$ cat config.mk
export PLATFORM = sky130hd
export DESIGN_NAME = rlbr_mod_unit
export DESIGN_NICKNAME = d
export VERILOG_FILES = /design/src/hdl/rlbr_pkg.sv /design/src/hdl/rlbr_mod_unit.sv
export SDC_FILE = /design/constraint.sdc
export NUM_CORES = 1
export LEC_CHECK = 0
export ABC_AREA = 1
export BUFFER_PORTS_ARGS = -buffer_cell sky130_fd_sc_hd__buf_4
export CORE_MARGIN = 2
export CORE_UTILIZATION = 54
export DETAILED_ROUTE_END_ITERATION = 7
export PLACE_DENSITY = 0.78
export SETUP_SLACK_MARGIN = 0.05
export SYNTH_ARGS = -nofsm -noshare
export SYNTH_HDL_FRONTEND = slang
export SYNTH_SLANG_ARGS = --single-unit
$ cat constraint.sdc
create_clock -name clk -period 6.65 [get_ports clk]
set_input_delay 0.9975 -clock clk [delete_from_list [all_inputs] [get_ports clk]]
set_output_delay 0.9975 -clock clk [all_outputs]
set_load 0.02 [all_outputs]
$ cat src/hdl/rlbr_pkg.sv
// Shared types, constants and helper functions of the ring log block reclaimer.
`default_nettype none
package rlbr_pkg;

  localparam int MAX_BLOCKS = 1024;
  localparam int COUNT_BITS = 16;

  localparam int IDX_W     = (MAX_BLOCKS > 1) ? $clog2(MAX_BLOCKS) : 1;
  localparam int CNT_W     = COUNT_BITS;
  localparam int BOUND_W   = 48;
  localparam int TOT_W     = 11;
  localparam int MOD_BITS  = 4;
  localparam int MOD_STEPS = BOUND_W / MOD_BITS;
  localparam int STEP_W    = $clog2(MOD_STEPS + 1);

  localparam logic [TOT_W-1:0] RESET_RING = TOT_W'(1024);

  typedef enum logic [1:0] {
    OP_RESERVE = 2'd0,
    OP_APPEND  = 2'd1,
    OP_LOCK    = 2'd2,
    OP_UNLOCK  = 2'd3
  } op_t;

  typedef enum logic [1:0] {
    ST_OK      = 2'd0,
    ST_NO_FREE = 2'd1,
    ST_NO_RSV  = 2'd2,
    ST_LIMIT   = 2'd3
  } status_t;

  typedef enum logic [2:0] {
    S_CLEAR,
    S_IDLE,
    S_MOD,
    S_WALK,
    S_RSETUP,
    S_RECL,
    S_FIX,
    S_DONE
  } state_t;

  typedef struct packed {
    logic             we;
    logic [IDX_W-1:0] waddr;
    logic [CNT_W-1:0] wdata;
    logic [IDX_W-1:0] raddr;
  } mem_req_t;

  function automatic logic [TOT_W-1:0] eff_blocks(input logic [TOT_W-1:0] ring);
    logic [TOT_W-1:0] n;
    n = ring;
    if (ring == '0) begin
      n = TOT_W'(1);
    end else if (32'(ring) > 32'(MAX_BLOCKS)) begin
      n = TOT_W'(MAX_BLOCKS);
    end
    return n;
  endfunction

  function automatic logic [IDX_W-1:0] idx_inc(input logic [IDX_W-1:0] idx,
                                               input logic [TOT_W-1:0] n);
    logic [IDX_W-1:0] r;
    r = idx + IDX_W'(1);
    if (32'(idx) + 32'd1 == 32'(n)) begin
      r = '0;
    end
    return r;
  endfunction

endpackage
`default_nettype wire

$ cat src/hdl/rlbr_mod_unit.sv
// Remainder unit: 48-bit bound modulo block count, four quotient bits per cycle.
`default_nettype none
module rlbr_mod_unit (
  input  wire logic                           clk,
  input  wire logic                           rst_n,
  input  wire logic                           start,
  input  wire logic [rlbr_pkg::BOUND_W-1:0]   dividend,
  input  wire logic [rlbr_pkg::TOT_W-1:0]     divisor,
  output logic                                done,
  output logic [rlbr_pkg::IDX_W-1:0]          rem
);

  logic                          busy_r;
  logic                          done_r;
  logic [rlbr_pkg::STEP_W-1:0]   step_r;
  logic [rlbr_pkg::BOUND_W-1:0]  sh_r;
  logic [rlbr_pkg::TOT_W-1:0]    rem_r;
  logic [rlbr_pkg::TOT_W-1:0]    rem_nxt;

  always_comb begin
    logic [rlbr_pkg::TOT_W:0] t;
    rem_nxt = rem_r;
    for (int k = 0; k < rlbr_pkg::MOD_BITS; k++) begin
      t = {rem_nxt, sh_r[rlbr_pkg::BOUND_W-1-k]};
      if (t >= {1'b0, divisor}) begin
        t = t - {1'b0, divisor};
      end
      rem_nxt = t[rlbr_pkg::TOT_W-1:0];
    end
  end

  always_ff @(posedge clk) begin
    if (!rst_n) begin
      busy_r <= 1'b0;
      done_r <= 1'b0;
    end else begin
      done_r <= 1'b0;
      if (start) begin
        busy_r <= 1'b1;
      end else if (busy_r && step_r == rlbr_pkg::STEP_W'(1)) begin
        busy_r <= 1'b0;
        done_r <= 1'b1;
      end
    end
  end

  always_ff @(posedge clk) begin
    if (start) begin
      sh_r   <= dividend;
      rem_r  <= '0;
      step_r <= rlbr_pkg::STEP_W'(rlbr_pkg::MOD_STEPS);
    end else if (busy_r) begin
      sh_r   <= sh_r << rlbr_pkg::MOD_BITS;
      rem_r  <= rem_nxt;
      step_r <= step_r - rlbr_pkg::STEP_W'(1);
    end
  end

  assign done = done_r;
  assign rem  = rlbr_pkg::IDX_W'(rem_r);

endmodule
`default_nettype wire

# Word-level counts from Yosys, hierarchy flattened
# Index checks and enable logic that the tools add are counted.
[word_totals]
in_bits = 62
word_cells = 29
regBits = 65
output_inout_bits = 11
[classes]
order_cmp = 4
bitwise_logic = 1
n_reduce_logical = 4
eq_ne = 1
add_sub_neg = 5
muxes = 9
[op_table]
columns = ["cell", "n"]
rows = [
  ["48-bit two-way mux", 2],
  ["12-bit by 11-bit greater-or-equal comparator with 1-bit output", 4],
  ["11-bit two-way mux", 4],
  ["11-bit subtractor", 4],
  ["4-bit by 1-bit == test with 1-bit output, second input constant", 1],
  ["2-bit nonzero test", 2],
  ["4-bit by 1-bit subtractor with 4-bit output, second input constant", 1],
  ["1-bit two-way mux", 3],
  ["2-bit OR reduction", 1],
  ["1-bit logical AND", 1],
  ["1-bit NOT", 1],
]

# Logic depth before layout (Yosys ltp)
# Gate-level depths: netlist (run 1).
[depth]
ltp_word = 8
ltp_mapped = 54
ltp_nobuf = 50

# Least setup slack after synthesis (run 1)
# Ideal clock, no wire load.
[synth_path]
kind = "input port to flip-flop"
startpoint = "input divisor[0] (netlist bit)"
endpoint = "register rem_r[5] (netlist bit)"
arrival_time_ns = 6.693
cell_stages = 47
path_buffers = 3
setup_slack_ns = -0.157
cell_sequence = "ha_1 fa_1 inv_1 nand3_1 nand3_1 nand3_1 buf_2 nand4_1 nand2_1 ha_1 nand2_1 nor4_1 nand2_1 nand2_2 inv_1 nand3_4 buf_4 nand2_1 (+11 left out) nand3_1 nand2_1 inv_1 ha_1 inv_1 o21ai_1 a21oi_1 o21ai_1 nand2_1 nand2_1 nand2_1 nand3_1 inv_1 nand3_2 buf_6 nand2_1 nand3_1 nand2_1"
[synth_via]
elab_chain_cells = 8
[synth_lines]
columns = ["item", "line_no", "source"]
rows = [
  ["start, declared", "rlbr_mod_unit.sv:8", "input wire logic [rlbr_pkg::TOT_W-1:0] divisor,"],
  ["11-bit subtractor / 12-bit by 11-bit greater-or-equal comparator with 1-bit output (equally long branches)", "rlbr_mod_unit.sv:26, rlbr_mod_unit.sv:25", ""],
  ["11-bit two-way mux", "rlbr_mod_unit.sv:25", "if (t >= {1'b0, divisor}) begin"],
  ["11-bit subtractor / 12-bit by 11-bit greater-or-equal comparator with 1-bit output (equally long branches)", "rlbr_mod_unit.sv:26, rlbr_mod_unit.sv:25", ""],
  ["11-bit two-way mux", "rlbr_mod_unit.sv:25", ""],
  ["11-bit subtractor / 12-bit by 11-bit greater-or-equal comparator with 1-bit output (equally long branches)", "rlbr_mod_unit.sv:26, rlbr_mod_unit.sv:25", ""],
  ["11-bit two-way mux", "rlbr_mod_unit.sv:25", ""],
  ["11-bit subtractor / 12-bit by 11-bit greater-or-equal comparator with 1-bit output (equally long branches)", "rlbr_mod_unit.sv:26, rlbr_mod_unit.sv:25", ""],
  ["11-bit two-way mux (*)", "rlbr_mod_unit.sv:25", ""],
  ["end signal, assigned", "rlbr_mod_unit.sv:54", "rem_r <= rem_nxt;"],
  ["end, declared", "rlbr_mod_unit.sv:17", "logic [rlbr_pkg::TOT_W-1:0] rem_r;"],
]
# Mark *: on every way between the ends. The rest lies on a longest branch, timed or not.
# A chain may end at the register's enable or synchronous reset.

# Worst setup path after layout (run 1)
[layout_path]
startpoint = "input divisor[3] (netlist bit)"
endpoint = "register rem_r[0] (netlist bit)"
[layout_via]
elab_chain_cells = 8
[layout_lines]
columns = ["item", "line_no"]
rows = [
  ["11-bit subtractor / 12-bit by 11-bit greater-or-equal comparator with 1-bit output (equally long branches)", "rlbr_mod_unit.sv:26, rlbr_mod_unit.sv:25"],
  ["11-bit two-way mux", "rlbr_mod_unit.sv:25"],
  ["11-bit subtractor / 12-bit by 11-bit greater-or-equal comparator with 1-bit output (equally long branches)", "rlbr_mod_unit.sv:26, rlbr_mod_unit.sv:25"],
  ["11-bit two-way mux", "rlbr_mod_unit.sv:25"],
  ["11-bit subtractor / 12-bit by 11-bit greater-or-equal comparator with 1-bit output (equally long branches)", "rlbr_mod_unit.sv:26, rlbr_mod_unit.sv:25"],
  ["11-bit two-way mux", "rlbr_mod_unit.sv:25"],
  ["12-bit by 11-bit greater-or-equal comparator with 1-bit output (*)", "rlbr_mod_unit.sv:25"],
  ["11-bit two-way mux (*)", "rlbr_mod_unit.sv:25"],
]
# Marks and branches as above.

==> results.md, run 1 <==
* Max Clk Rate at ~140 MHz
* Cell count after synthesis at 832
* Clock Skews at roughly 9.4 ps
* H-tree Lvls at 3
* First-pass GRT wire length at 29.8 mm
* Ratio of cells with drive above 1 in the final layout at between 30% and 40%
* Cell Rows at 37
* Die height at approximately 110 um
* Initial core utilization at a little under three fifths
* Final nets at roughly 1,200
* Post-synth top area cell: edfxtp_1
* Highest Signal Layer: met4
* Vias in the first global route at 6,288
* Crit path max fanout at 7
* DR WL/cell at between 15 and 20 um
* RSZ-0062 raised after global routing: yes
* Hold Crit Class: reg2reg
* Worst Max-Slew Pin Slew at 1170 ps
* M1 wire length at about 7.9 mm
* Starting DRT DRC Count at between 1,000 and 1,500
* Pin count of the biggest net entering global routing at 55
* Count of cell types in the netlist at 43
* WL met3 at 3.06 mm
* Wire length on met2 at approximately 11 mm
* RePlAce Congestion at approximately 0.97
* Clock root cell: clkbuf_8
* Crit path DAT at 7440 ps
* Final Hold Vio Count at 0
* Synth area leaders: edfxtp_1 (25%), nand2_1 (21%), ha_1 (10%)
* Flops & latches, synth at 65
* Skew-Pair Late Insertion Delay at ~350 ps
* Final setup fails at 11
* Min-Delay Path Depth at 2
* Fin cells at between 1,000 and 1,500
* CTS sink count at 65
* Final worst path period share at 108%
* # port buffers at about 70
* # DRC at 1
* CP max stage delay at ~400 ps
* Worst setup margin at -504 ps
* Syn avg cell area at 6.91 um^2
* Antenna diodes at 0
* Multi-input logic area at between 4000 and 5000 um^2
* Sequential cell area at about 1800 um^2
* Clock Path Buffers at 2
* Core area at 10,300 um^2
* GR Overflow Total at 0
* Cells on worst reg2reg path at 45
* Critical-path top delay cell: a21boi_4
* Synth warn at 0
* Syn Nets at ~940
* Post-DP HPWL at ~14 mm
* CTS tree: yes
* GRT Util Overall at between 30% and 40%
* Post-synthesis sequential area ratio at between 30 and 40%
* Result of the run: complete, but fails checks
* Clock transition at path regs at approximately 70 ps
* Die footprint at 11,500 um^2
* Tmin final at ~7200 ps
* Synthesis-to-layout area growth at 49.1%
* Synthesized area at about 5700 um^2
* Kind of critical path: in2reg
* Failing checks: DRC, setup timing
* Max-slew headroom at between 20 and 25%
* FILL cells at ~520
* Ports at 73
* Die X-Extent at ~110 um
* Crit path required time at ~7000 ps
* Yosys top cell area share at between 20% and 30%
* Num CTS Buffers at 9
* DR vias at around 7,300
* Critical path's most frequent cell: nand2_1
* Cells after DPL at approximately 1,200
* Number of detailed-route iterations in the first pass at 8
* Via-to-Cell Ratio at a little over 6
* Critical path launch point type: input pin
* Initial antenna violation count at 0
* CP endpoint kind: flop
* Post-route ant nets at 0
* Max Cap Violations at 0
* Final Max Tran Viols at 0
* Total wire length at ~24 mm
## Yosys cell counts, drive strengths merged
cell type,count
nor2,43
clkbuf,13
o22ai,1
and2,1
nand2,331
nand3,73
buf,20
xnor2,12
o211ai,1
nand3b,3
o21a,1
a21boi,4
o2111ai,2
dfxtp,17
o21ai,15
fa,4
edfxtp,48
a31oi,2
a21oi,24
inv,120
ha,46
xor2,20
nand4,21
nor4,1
o31ai,1
nor3,3
o221ai,1
and3,1
o21bai,3
## state kept, by name, indices dropped and copies added, names as in the netlist
register  count
sh_r         48
step_r        4
rem_r        11
done          1
busy_r        1
## placed cells by master (no fill, tap or decap), drive strengths merged, types with 3 or more instances in the layout
cell type | Yosys | layout
bufinv | 0 | 4
a21oi | 24 | 24
nand3b | 3 | 3
a21boi | 4 | 4
ha | 46 | 46
nor2 | 43 | 44
nor3 | 3 | 3
xor2 | 20 | 20
inv | 120 | 121
xnor2 | 12 | 12
nand3 | 73 | 75
o21bai | 3 | 3
buf | 20 | 248
o21ai | 15 | 15
edfxtp | 48 | 48
nand4 | 21 | 22
clkbuf | 13 | 9
dfxtp | 17 | 17
fa | 4 | 4
nand2 | 331 | 331
## what timing repair did
| item | 4_1_cts | 5_1_grt |
|---|---|---|
| gates cloned | 3 | 1 |
| setup buffers | 8 | 10 |
| pin swaps | 4 | 50 |
| hold buffers | 0 | 0 |
| setup endpoints to repair | 11 | 11 |
| resized for setup | 9 | 135 |
## final cells by class
| cell class | instances | share of cell area (%) |
|---|---|---|
| Clock buffer | 9 | 1.44 |
| Clock inverter | 7 | 1.65 |
| Inverter | 120 | 5.28 |
| Multi-Input combinational cell | 618 | 46.8 |
| Sequential cell | 65 | 20.8 |
| Tap cell | 136 | 1.98 |
| Timing Repair Buffer | 248 | 22.1 |
## metrics by stage
step / hold slack, ps / TNS, ps / setup WS [ps] / utilization (%) / cell area, um^2
after floorplan: 443 / 0 / 63.8 / - / 5810
after global placement: 465 / -3510 / -344 / 72.7 / 7510
after detailed placement: 473 / -5130 / -482 / 72.7 / 7510
after CTS: 485 / 0 / 63.9 / 76.7 / 7920
after global routing: 513 / -8710 / -815 / 83.0 / 8570
final: 479 / -4990 / -504 / 83.0 / 8570
## cell families after synthesis
logic type / share of synthesized area (%)
AO/OA/AOI/OAI: 5.68
XOR/XNOR: 4.87
adder cells (fa/ha/maj): 11.4
buffers and inverters: 11.2
flip-flops: 31.0
AND/OR/NAND/NOR: 35.8
## routing by layer
metal,vias up,track usage [%]
met2,687,53.5
met4,0,12.1
met5,-,0
li1,3121,-
met1,3269,44.4
met3,239,5.90
## worst max-delay path, delay by kind of cell
family / cells / cell delay, ps
AND/OR/NAND/NOR: 23 / 2570
AO/OA/AOI/OAI: 7 / 1650
adder cells (fa/ha/maj): 4 / 1210
buffers and inverters: 9 / 740
XOR/XNOR: 1 / 210
## worst paths after layout
| kind | start | to | slack (ps) |
|---|---|---|---|
| worst max-delay path | divisor[3] | rem_r[0]$_SDFFE_PP0P_ | -500 |
| worst min-delay path | rem_r[10]$_SDFFE_PP0P_ | rem_r[10]$_SDFFE_PP0P_ | 480 |
| worst max register to register | sh_r[47]$_DFFE_PP_ | rem_r[0]$_SDFFE_PP0P_ | -230 |
| worst min register to register | rem_r[10]$_SDFFE_PP0P_ | rem_r[10]$_SDFFE_PP0P_ | 480 |
Power of run 1 is not shown: default switching activity piles up to over one toggle a cycle in this logic, so the estimate is an artifact.
==> run 2, diff against run 1 <==
- PLACE_DENSITY: 0.78 -> 0.75
==> results.md, run 2 (synthesized netlist as in run 1, its figures left out) <==
* Result of the run: complete, but fails checks
* Failing checks: setup timing
* Core area at slightly above 10,000 um^2
* Starting DRT DRC Count at 607
* Crit path DAT at about 7000 ps
* Most frequent cells in the layout: nand2_1 (292), buf_4 (243), inv_1 (102)
* GRT Util Overall at between 30% and 40%
* Pin count of the biggest net entering global routing at between 50 and 60
* Worst flop-to-flop path startpoint: sh_r[47]$_DFFE_PP_
* Die X-Extent at roughly 110 um
* Antenna diodes at 0
* Cell Rows at 37
* Hold Path Sink: step_r[3]$_SDFFE_PP1P_
* Final worst path period share at 100%
* CP max stage delay at 400 ps
* Die footprint at 11,500 um^2
* Total negative slack at -19.1 ps
* Num CTS Buffers at 9
* First-pass GRT wire length at about 30 mm
* # port buffers at 72
* Number of detailed-route iterations in the first pass at 5
* Clock root cell: clkbuf_8
* Final Hold Vio Count at 0
* Die height at ~110 um
* Top reg by flops: sh_r
* Clock Skews at about 11 ps
* Worst slack at placement at -653 ps
* Max-slew headroom at 30.3%
* Initial antenna violation count at 0
* Vias in the first global route at 6,338
* Ratio of cells with drive above 1 in the final layout at between 30% and 40%
* CTS tree: yes
* DR WL/cell at 17.1 um
* Tmin final at between 6000 and 7000 ps
* Crit path max fanout at 6
* H-tree Lvls at 3
* Clock transition at path regs at approximately 70 ps
* GR Overflow Total at 0
* Post-DP HPWL at ~15 mm
* CP endpoint kind: flop
* Ports at between 70 and 80
* Final setup fails at 2
* Critical path launch point type: input pin
* Max Cap Violations at 0
* Hold Crit Class: reg2reg
* CTS sink count at 65
* Initial core utilization at between 50% and 60%
* Post-CTS Hold Buffers at 0
* Biggest regs: sh_r: 48 flops, rem_r: 11 flops, step_r: 4 flops
* Via-to-Cell Ratio at between 5 and 6
* Critical-path top delay cell: fa_2
* Hold path startpoint: step_r[3]$_SDFFE_PP1P_
* Synthesis-to-layout area growth at 49.3%
* # DRC at 0
* Total wire length at 20.7 mm
* Max Clk Rate at between 150 and 200 MHz
* Critical path's most frequent cell: nand2_1
* Commonest non-fill, non-tap cell in the layout: nand2_1
* DR vias at ~6,600
* Clock Path Buffers at 2
* Min-Delay Path Depth at 1
* Worst setup margin at -13.0 ps
* Post-route ant nets at 0
* Final nets at about 1,200
* Number of flip-flops in the largest register at 48
* RePlAce Congestion at 1.03
* Cells on worst reg2reg path at 47
* Skew-Pair Late Insertion Delay at about 360 ps
* Kind of critical path: in2reg
* RR Endpoint: rem_r[3]$_SDFFE_PP0P_
* R2R Setup Slk at about 270 ps
* Final Max Tran Viols at 0
* Crit path required time at 6950 ps
* Worst Max-Slew Pin Slew at 1050 ps
run 2: cell types whose count changed in the layout (fill, tap and decap cells not counted), moves of 3 or more:
| cell | change |
|---|---|
| inv_2 | -3 |
| nand2_2 | -5 |
| nand2_4 | +3 |
| bufinv_16 | -3 |
| nand3_1 | -4 |
| nand3_2 | +3 |
run 2: final cells by class:
class | instances | area [um^2]
Tap cell | 136 | 170
Clock buffer | 11 | 141
Inverter | 120 | 455
Clock inverter | 5 | 56.3
Fill cell | 657 | 1740
Multi-Input combinational cell | 620 | 4080
Sequential cell | 65 | 1780
Timing Repair Buffer | 250 | 1900
run 2: repair_timing:
action / in CTS / in global routing
pin swaps: 6 / 52
cloned: 6 / 1
buffers inserted: 1 / 19
gates resized for setup: 27 / 124
setup endpoints to repair: 11 / 11
run 2: worst max-delay path by stage:
stage / from / to / slack [ps] / cells after the start
finish: divisor[0] / rem_r[3]$_SDFFE_PP0P_ / -10 / 47
global placement: divisor[5] / rem_r[3]$_SDFFE_PP0P_ / -470 / 46
floorplan: divisor[0] / rem_r[5]$_SDFFE_PP0P_ / 60 / 47
CTS: divisor[5] / rem_r[0]$_SDFFE_PP0P_ / 60 / 49
detailed placement: divisor[0] / rem_r[6]$_SDFFE_PP0P_ / -650 / 51
global route: divisor[0] / rem_r[3]$_SDFFE_PP0P_ / -280 / 51
run 2: worst max-delay path, delay by kind of cell:
kind | cells | cell delay, ps
buffers and inverters | 10 | 930
adder cells (fa/ha/maj) | 5 | 1350
AO/OA/AOI/OAI | 6 | 900
AND/OR/NAND/NOR | 25 | 2640
XOR/XNOR | 1 | 130
run 2: per-stage QoR:
stage               utilization (%)  hold WS, ps  instance area (um^2)  std cells
floorplan                         -          443                  5810        832
global placement               72.7          463                  7500       1164
detailed placement             72.7          465                  7500       1164
CTS                            76.5          478                  7890       1187
global route                   83.1          496                  8580       1207
finish                         83.1          484                  8580       1207
run 2: metal layers:
layer / routed length, um / global-route usage (%) / up-vias
li1: - / - / 3137
met1: 7920 / 39.2 / 3068
met2: 10000 / 57.5 / 312
met3: 1410 / 7.90 / 111
met4: 1300 / 18.6 / 0
met5: 0 / 0 / -
Power of run 2 is left out for the same reason.
